## config.mk

```make
export PLATFORM = sky130hd
export DESIGN_NAME = bezier_curve_evaluator
export DESIGN_NICKNAME = d
export VERILOG_FILES = /design/src/hdl/bce_pkg.sv /design/src/hdl/bce_lerp.sv /design/src/hdl/bezier_curve_evaluator.sv
export VERILOG_INCLUDE_DIRS = /design/src /design/src/hdl
export SDC_FILE = /design/constraint.sdc
export NUM_CORES = 2
export LEC_CHECK = 0
export ABC_AREA = 1
export ABC_CLOCK_PERIOD_IN_PS = 11900
export BUFFER_PORTS_ARGS = -buffer_cell sky130_fd_sc_hd__buf_2
export CAP_MARGIN = 5
export CORE_ASPECT_RATIO = 1.1
export CORE_MARGIN = 4
export CORE_UTILIZATION = 61
export CTS_CLUSTER_DIAMETER = 150
export DETAILED_ROUTE_END_ITERATION = 10
export HOLD_SLACK_MARGIN = 0.03
export PLACE_DENSITY = 0.87
export SETUP_SLACK_MARGIN = 0.15
export SLEW_MARGIN = 20
export SYNTH_ARGS = -nofsm -noshare
export SYNTH_HDL_FRONTEND = slang
export SYNTH_SLANG_ARGS = --single-unit
```

## constraint.sdc

```tcl
create_clock -name clk_i -period 11.9 [get_ports clk_i]
set_input_delay 2.975 -clock clk_i [delete_from_list [all_inputs] [get_ports clk_i]]
set_output_delay 2.975 -clock clk_i [all_outputs]
set_load 0.02 [all_outputs]
```

## src/hdl/bezier_curve_evaluator_macros.svh

```systemverilog
// Assertion macros for the Bezier curve evaluator.
`ifndef BEZIER_CURVE_EVALUATOR_MACROS_SVH
`define BEZIER_CURVE_EVALUATOR_MACROS_SVH

`ifndef SYNTH

// Same-cycle implication, checked out of reset.
`define BCE_ASSERT_IMP(lbl, ante, cons, msg) \
  lbl: assert property (@(posedge clk_i) disable iff (!rst_ni) (ante) |-> (cons)) \
    else $error(msg);

// Next-cycle implication, checked out of reset.
`define BCE_ASSERT_NEXT(lbl, ante, cons, msg) \
  lbl: assert property (@(posedge clk_i) disable iff (!rst_ni) (ante) |=> (cons)) \
    else $error(msg);

`else

`define BCE_ASSERT_IMP(lbl, ante, cons, msg)
`define BCE_ASSERT_NEXT(lbl, ante, cons, msg)

`endif

`endif

```

## src/hdl/bce_pkg.sv

```systemverilog
package bce_pkg;

  localparam int MaxOrderDef = 15;
  localparam int MaxDimDef   = 4;

  localparam logic [16:0] ONE_Q16 = 17'h10000;

  localparam logic CMD_WRITE = 1'b0;
  localparam logic CMD_EVAL  = 1'b1;

  localparam int  ApbAw     = 3;
  localparam logic REG_ORDER = 1'b0;
  localparam logic REG_DIM   = 1'b1;

  localparam logic [3:0] ORDER_RST = 4'd0;
  localparam logic [2:0] DIM_RST   = 3'd1;

  typedef struct packed {
    logic              cmd;
    logic [3:0]        point_index;
    logic [1:0]        axis;
    logic signed [31:0] coord_value;
    logic [16:0]       param_u;
  } bce_in_t;

  typedef struct packed {
    logic [1:0]         axis_index;
    logic signed [31:0] point_coord;
    logic               last;
  } bce_out_t;

  // travels with each blend through the lerp pipeline
  typedef struct packed {
    logic       lvl_end;
    logic       axis_end;
    logic       last;
    logic [1:0] axis;
  } bce_tag_t;

endpackage

```

## src/hdl/bce_lerp.sv

```systemverilog
module bce_lerp
  import bce_pkg::*;
(
  input  logic               clk_i,
  input  logic               rst_ni,
  input  logic               in_vld_i,
  input  logic signed [31:0] a_i,
  input  logic signed [31:0] b_i,
  input  logic [16:0]        u_i,
  input  bce_tag_t           tag_i,
  output logic               out_vld_o,
  output logic signed [31:0] res_o,
  output bce_tag_t           tag_o,
  output logic               busy_o
);

  logic               s1_vld_q, s2_vld_q;
  logic signed [32:0] diff_d, diff_q;
  logic signed [31:0] a1_q, a2_q;
  logic signed [50:0] prod_full;
  logic [47:0]        prod_q;
  bce_tag_t           tag1_q, tag2_q;

  assign diff_d    = 33'(b_i) - 33'(a_i);
  assign prod_full = diff_q * $signed({1'b0, u_i});

  always_ff @(posedge clk_i or negedge rst_ni) begin
    if (!rst_ni) begin
      s1_vld_q <= 1'b0;
      s2_vld_q <= 1'b0;
    end else begin
      s1_vld_q <= in_vld_i;
      s2_vld_q <= s1_vld_q;
    end
  end

  always_ff @(posedge clk_i) begin
    if (in_vld_i) begin
      diff_q <= diff_d;
      a1_q   <= a_i;
      tag1_q <= tag_i;
    end
    if (s1_vld_q) begin
      prod_q <= prod_full[47:0];
      a2_q   <= a1_q;
      tag2_q <= tag1_q;
    end
  end

  // floor shift by 16, kept modulo 2^32
  assign res_o     = a2_q + $signed(prod_q[47:16]);
  assign out_vld_o = s2_vld_q;
  assign tag_o     = tag2_q;
  assign busy_o    = s1_vld_q | s2_vld_q;

endmodule

```

## src/hdl/bezier_curve_evaluator.sv

```systemverilog
// Channel   | Handshake                     | Payload
// ----------+-------------------------------+-------------------------------
// command   | start / busy                  | cmd_i (bce_in_t)
// result    | res_valid_o, one-cycle strobe | res_o (bce_out_t)
// config    | APB psel/penable/pwrite       | paddr, pwdata, prdata
//
// A write transaction leaves busy low.
// An evaluation of order N over D axes keeps busy high until its final axis result is shown:
// one read per cycle, except while stalled, feeds the single two-stage blend unit; each
// non-top level below 3 stalls at its first read until the level before it is written back.
// Reset clears control and config; control point memory is undefined until written.
// Results cannot be stalled; each axis result is shown for exactly one cycle.
`include "bezier_curve_evaluator_macros.svh"

module bezier_curve_evaluator
  import bce_pkg::*;
#(
  parameter int MAX_ORDER = MaxOrderDef,
  parameter int MAX_DIM   = MaxDimDef
) (
  input  logic              clk_i,
  input  logic              rst_ni,
  input  logic              start,
  output logic              busy,
  input  bce_in_t           cmd_i,
  output logic              res_valid_o,
  output bce_out_t          res_o,
  input  logic              psel,
  input  logic              penable,
  input  logic              pwrite,
  input  logic [ApbAw-1:0]  paddr,
  input  logic [31:0]       pwdata,
  output logic [31:0]       prdata,
  output logic              pready
);

  localparam int NPts   = MAX_ORDER + 1;
  localparam int PW     = $clog2(NPts);
  localparam int AW     = (MAX_DIM > 1) ? $clog2(MAX_DIM) : 1;
  localparam int DimLim = (MAX_DIM < 4) ? MAX_DIM : 4;

  localparam logic [1:0] ST_IDLE  = 2'd0;
  localparam logic [1:0] ST_RUN   = 2'd1;
  localparam logic [1:0] ST_DRAIN = 2'd2;

  logic signed [31:0] cp_mem [NPts][MAX_DIM];
  logic signed [31:0] wk_mem [NPts];

  logic [3:0]  curve_order_q;
  logic [2:0]  dim_count_q;
  logic        cfg_wr;

  logic [1:0]  state_q, state_d;
  logic [PW-1:0] i_q, i_d, lvl_q, lvl_d, wi_q, top_q;
  logic [1:0]  ax_q, ax_d, last_ax_q;
  logic        ord_zero_q;
  logic [16:0] u_q;

  logic [PW-1:0] ord_eff, top_d, rd_addr;
  logic [2:0]  dim_eff;
  logic        acc, acc_eval, wr_ok, iss, stall;

  logic               d_vld_q, d_isa_q, d_src_q;
  bce_tag_t           d_tag_q, iss_tag;
  logic signed [31:0] cp_rd_q, wk_rd_q, a_q, b_data;

  logic               lerp_vld, pipe_busy;
  logic signed [31:0] lerp_res;
  bce_tag_t           lerp_tag;

  // config port
  assign pready = 1'b1;
  assign cfg_wr = psel & penable & pwrite;

  always_comb begin
    case (paddr[2])
      REG_ORDER: prdata = {28'd0, curve_order_q};
      REG_DIM:   prdata = {29'd0, dim_count_q};
      default:   prdata = '0;
    endcase
  end

  always_ff @(posedge clk_i or negedge rst_ni) begin
    if (!rst_ni) begin
      curve_order_q <= ORDER_RST;
      dim_count_q   <= DIM_RST;
    end else if (cfg_wr) begin
      case (paddr[2])
        REG_ORDER: curve_order_q <= pwdata[3:0];
        REG_DIM:   dim_count_q   <= pwdata[2:0];
        default:   curve_order_q <= curve_order_q;
      endcase
    end
  end

  // effective order and axis count
  always_comb begin
    if (32'(curve_order_q) > MAX_ORDER) ord_eff = PW'(MAX_ORDER);
    else                                ord_eff = PW'(curve_order_q);
    top_d = (ord_eff == '0) ? PW'(1) : ord_eff;
    if (dim_count_q == 3'd0)             dim_eff = 3'd1;
    else if (32'(dim_count_q) > DimLim)  dim_eff = 3'(DimLim);
    else                                 dim_eff = dim_count_q;
  end

  assign busy     = (state_q != ST_IDLE);
  assign acc      = start & ~busy;
  assign acc_eval = acc & (cmd_i.cmd == CMD_EVAL);
  assign wr_ok    = (32'(cmd_i.point_index) <= MAX_ORDER) && (32'(cmd_i.axis) < MAX_DIM);

  // a short level must see every write of the level before it
  assign stall = (i_q == '0) && (lvl_q != top_q) && (32'(lvl_q) < 3) && (d_vld_q || pipe_busy);
  assign iss   = (state_q == ST_RUN) && !stall;
  assign rd_addr = ord_zero_q ? '0 : i_q;

  always_comb begin
    iss_tag.lvl_end  = (i_q == lvl_q);
    iss_tag.axis_end = (i_q == lvl_q) && (lvl_q == PW'(1));
    iss_tag.last     = (i_q == lvl_q) && (lvl_q == PW'(1)) && (ax_q == last_ax_q);
    iss_tag.axis     = ax_q;
  end

  always_comb begin
    state_d = state_q;
    i_d     = i_q;
    lvl_d   = lvl_q;
    ax_d    = ax_q;
    case (state_q)
      ST_IDLE: begin
        if (acc_eval) begin
          state_d = ST_RUN;
          i_d     = '0;
          lvl_d   = top_d;
          ax_d    = 2'd0;
        end
      end
      ST_RUN: begin
        if (iss) begin
          if (i_q == lvl_q) begin
            i_d = '0;
            if (lvl_q == PW'(1)) begin
              if (ax_q == last_ax_q) begin
                state_d = ST_DRAIN;
              end else begin
                ax_d  = ax_q + 2'd1;
                lvl_d = top_q;
              end
            end else begin
              lvl_d = lvl_q - PW'(1);
            end
          end else begin
            i_d = i_q + PW'(1);
          end
        end
      end
      ST_DRAIN: begin
        if (lerp_vld && lerp_tag.last) state_d = ST_IDLE;
      end
      default: state_d = ST_IDLE;
    endcase
  end

  always_ff @(posedge clk_i or negedge rst_ni) begin
    if (!rst_ni) begin
      state_q <= ST_IDLE;
      i_q     <= '0;
      lvl_q   <= '0;
      ax_q    <= 2'd0;
      wi_q    <= '0;
      d_vld_q <= 1'b0;
    end else begin
      state_q <= state_d;
      i_q     <= i_d;
      lvl_q   <= lvl_d;
      ax_q    <= ax_d;
      d_vld_q <= iss;
      if (lerp_vld) wi_q <= lerp_tag.lvl_end ? '0 : wi_q + PW'(1);
    end
  end

  assign b_data = d_src_q ? cp_rd_q : wk_rd_q;

  always_ff @(posedge clk_i) begin
    if (acc && (cmd_i.cmd == CMD_WRITE) && wr_ok) begin
      cp_mem[PW'(cmd_i.point_index)][AW'(cmd_i.axis)] <= cmd_i.coord_value;
    end
    if (iss) begin
      cp_rd_q <= cp_mem[rd_addr][AW'(ax_q)];
      wk_rd_q <= wk_mem[rd_addr];
      d_isa_q <= (i_q == '0);
      d_src_q <= (lvl_q == top_q);
      d_tag_q <= iss_tag;
    end
    if (lerp_vld) wk_mem[wi_q] <= lerp_res;
    if (d_vld_q) a_q <= b_data;
    if (acc_eval) begin
      u_q        <= (cmd_i.param_u > ONE_Q16) ? ONE_Q16 : cmd_i.param_u;
      top_q      <= top_d;
      ord_zero_q <= (ord_eff == '0);
      last_ax_q  <= 2'(dim_eff - 3'd1);
    end
  end

  bce_lerp u_lerp (
    .clk_i     (clk_i),
    .rst_ni    (rst_ni),
    .in_vld_i  (d_vld_q & ~d_isa_q),
    .a_i       (a_q),
    .b_i       (b_data),
    .u_i       (u_q),
    .tag_i     (d_tag_q),
    .out_vld_o (lerp_vld),
    .res_o     (lerp_res),
    .tag_o     (lerp_tag),
    .busy_o    (pipe_busy)
  );

  assign res_valid_o       = lerp_vld & lerp_tag.axis_end;
  assign res_o.axis_index  = lerp_tag.axis;
  assign res_o.point_coord = lerp_res;
  assign res_o.last        = lerp_tag.last;

  `BCE_ASSERT_IMP(a_res_in_eval, res_valid_o, busy, "result strobe while idle")
  `BCE_ASSERT_IMP(a_idle_empty, state_q == ST_IDLE, !d_vld_q && !pipe_busy, "pipeline busy while idle")
  `BCE_ASSERT_IMP(a_last_drain, lerp_vld && lerp_tag.last, state_q == ST_DRAIN, "final blend before issue done")
  `BCE_ASSERT_NEXT(a_last_idle, res_valid_o && res_o.last, !busy, "busy after final result")

endmodule
```

==> results by group <==
Global route
  – Number of global-route vias before repair: 98100
  – Total gr overflow: 0
  – GRT Max-Usage Layer: met2
  – Antenna violations before repair: 25
  – Met1 usage: 38.1%
  – Met2 Usage GRT: 53.1%
  – Largest net degree at the start of global routing: 246
  – First-pass GRT wire length: 570000 um
  – Gr usage total: 31.6%
  – Met3 GRT Util: 6.47%

Clocking
  – Hold buffer count at cts: 0
  – Root Buffer: clkbuf_16
  – Post-CTS sizing: 0
  – Clk sinks: 2852
  – Clk Latency, worst-skew pair: 0.94 ns
  – # Post-CTS Setup Buffers: 0
  – CTS Buffer Depth: 4
  – Htree depth: 5
  – CTS tree: built
  – Clock buffer count from CTS: 295
  – CTS clock-pin slew for the worst setup and hold paths: 0.06 ns

Floorplan
  – Cell row count: 183
  – Die H: 509 um
  – Die Width: 464 um
  – Initial Utilization: 61.5%
  – Die area: 236000 sq um
  – Core Box Area: 227000 sq um
  – IO Pins: 167

Synthesis
  – Yosys cell types: 52
  – Leading area contributor after synthesis: edfxtp_1
  – Mapped Cells: 12600
  – Sequential share of the synthesized area: 61.3%
  – Synth warn: 0
  – Asr flop ratio synth: 0.912%
  – Flops & latches, synth: 2852
  – Synth Flop Type: edfxtp_1
  – Synthesized cell area: 139000 sq um
  – Synth area leaders: edfxtp_1 (61%), fa_1 (7.4%), nand2_1 (5.6%)
  – Number of synthesized flops with an enable pin: 2826
  – Share of Yosys cell area claimed by the top area cell type: 60.9%
  – Mean Syn Cell Area: 11.1 sq um

Routing
  – Routed via count: 97500
  – Drc violations: 0
  – DR vias/cell: 6.23
  – Routed Wire Length: 380000 um
  – Remaining antenna violation count after routing: 0
  – Drt pass-1 iters: 9
  – Initial drt markers: 15000
  – Drt wl/cell: 24.3 um

STA
  – Final worst-path cycle share: 57.1%
  – TNS Setup: 0 ns
  – Clock skew: 0.0811 ns
  – Max-slew headroom: 20.3%
  – Peak Freq: 147 MHz
  – Worst hold-check slack: 0.415 ns
  – Final setup viols: 0
  – Actual slew at the worst max-slew pin: 1.20 ns
  – Max-slew violations: 0
  – Hold Vio Cnt, Final: 0
  – Final Critical Period: 6.79 ns
  – RSZ-0062 raised after global routing: no

Layout
  – Area grow syn2layout: 8.60%
  – Register area: 85500 sq um
  – Fill cells: 14600
  – Multi-input logic area: 43500 sq um
  – Core Util, Final: 66.8%
  – Layout cells sized above 1: 6.78%
  – Nets: 13300

Place
  – RD Place Congestion: 0.954
  – Final HPWL DP: 215000 um
  – I/O Buffers: 107

Power and ir drop
  – Sequential power share: 55.4%
  – Pint: 0.0159 W
  – Switch share: 19.8%
  – Logic pwr share: 0.8%
  – Sw power: 0.00393 W
  – Pwr Density: 131 nW/um^2
  – Worst VDD drop: 225 uV
  – Clock power frac: 43.7%
  – Static Leak: 60.2 nW

Min path
  – Hold Path Class: flop to flop
  – Hold path startpoint: u_lerp.a1_q[3]

Run
  – Max-cap violations: 0

Setup path
  – Worst-path maximum fanout: 17
  – Reg2Reg Launch Point: u_lerp.diff_q[32]
  – Critical path class: flop to primary output
  – Critical path arrival: 3.82 ns
  – CP startpoint: u_lerp.prod_q[28]
  – CP endpoint kind: primary output
  – WP data required: 8.93 ns
  – Startpoint Class: flop

Outcome
  – Status: complete, no violations
## kinds of logic (layout without fill, tap and decap cells)
group	after synthesis	count (layout)	synth area share [%]
AO/OA/AOI/OAI	1694	1694	7.62
XOR/XNOR	75	75	0.471
adder cells (fa/ha/maj)	698	698	9.04
buffers and inverters	2763	2825	7.99
flip-flops	2852	2852	61.3
multiplexers	31	31	0.250
other	2	42	0.00539
AND/OR/NAND/NOR	4474	4474	13.3
## cells in the mapped netlist, types with 25 or more instances
| master | n |
|---|---|
| edfxtp_1 | 2826 |
| nand2_1 | 2098 |
| inv_1 | 2031 |
| nor2_1 | 1198 |
| nand3_1 | 1005 |
| o211ai_1 | 674 |
| o21ai_0 | 551 |
| fa_1 | 516 |
| buf_2 | 325 |
| clkbuf_1 | 270 |
| a21oi_1 | 237 |
| ha_1 | 182 |
| buf_4 | 70 |
| xor2_1 | 59 |
| or2_2 | 52 |
| o22ai_1 | 51 |
| buf_1 | 46 |
| o21ai_1 | 42 |
| or2_1 | 34 |
| mux2_2 | 30 |
| a22oi_1 | 28 |
| nand4_1 | 26 |
| dfrtp_1 | 25 |
## power groups by stage
stage | registers, W | clock network, W | logic [W]
2_1_floorplan | 0.0112 | 0 | 0.0000359
3_3_place_gp | 0.0112 | 0 | 0.000146
3_5_place_dp | 0.0112 | 0 | 0.000154
4_1_cts | 0.0110 | 0.00867 | 0.000155
5_1_grt | 0.0110 | 0.00908 | 0.000173
6_report | 0.0110 | 0.00868 | 0.000164
## through the flow
stage	area, sq um	cells	power [W]	worst slack (ns)
5_1_grt	151000	15600	0.0202	4.94
2_1_floorplan	139000	12600	0.0113	5.42
6_report	151000	15700	0.0198	5.11
3_5_place_dp	142000	15100	0.0114	5.39
3_3_place_gp	142000	15100	0.0114	5.42
4_1_cts	151000	15600	0.0198	4.69
## critical path, cell delays in order, from the launching register on
cell and delay [ns]:
edfxtp_1 0.42, ha_1 0.45, nand2_1 0.13, nor2_1 0.23, nor3b_1 0.37, nand2_1 0.09, nand3_1 0.15, nand3_1 0.14
nand2_1 0.10, nand2_1 0.05, nand2_1 0.46, buf_2 0.36
## metal layers
| layer | wire length [um] | vias up |
|---|---|---|
| li1 | - | 41900 |
| met2 | 185000 | 7545 |
| met5 | 79 | - |
| met4 | 25700 | 12 |
| met3 | 45900 | 1787 |
| met1 | 124000 | 46300 |
## worst paths after layout
| check | end | slack, ns | depth (start not counted) |
|---|---|---|---|
| min reg2reg | u_lerp.a2_q[3] | 0.41 | 0 |
| max in group asynchronous | u_lerp.s1_vld_q | 9.34 | 1 |
| min | u_lerp.a2_q[3] | 0.41 | 0 |
| min in group asynchronous | dim_count_q[2] | 2.06 | 1 |
| max | res_o[32] | 5.11 | 11 |
| max reg2reg | u_lerp.prod_q[47] | 5.31 | 19 |
## cell usage in the layout (no fill, tap or decap), drive strengths merged, types with 23 or more instances in the layout
cell,netlist,routed
inv,2037,2042
nor2,1202,1202
o211ai,674,674
ha,182,182
buf,454,299
conb,2,29
clkinv,1,112
xor2,59,59
fa,516,516
dfrtp,25,25
edfxtp,2826,2826
nand4,26,26
a21oi,237,237
nand3,1005,1005
or2,103,103
nand2,2099,2099
clkbuf,271,353
o21bai,23,23
o311ai,39,39
o22ai,51,51
a22oi,28,28
mux2,30,30
o21ai,593,593
## final cells by class
class,count,area share (%)
Tap cell,2960,2.45
Clock inverter,135,0.700
Sequential cell,2852,56.5
Antenna cell,13,0.0215
Clock buffer,353,5.09
Inverter,2038,5.06
Multi-Input combinational cell,7001,28.8
Timing Repair Buffer,299,1.42
## registers in the layout (all words and copies together) (netlist names), 5 cells and up
name	cells
u_q	17
wk_rd_q	32
u_lerp.a1_q	32
u_lerp.a2_q	32
cp_rd_q	32
u_lerp.tag1_q	5
u_lerp.prod_q	32
cp_mem	2048
a_q	32
wk_mem	512
d_tag_q	5
u_lerp.diff_q	33
u_lerp.tag_o	5
Power figures use the tool's default switching activity.
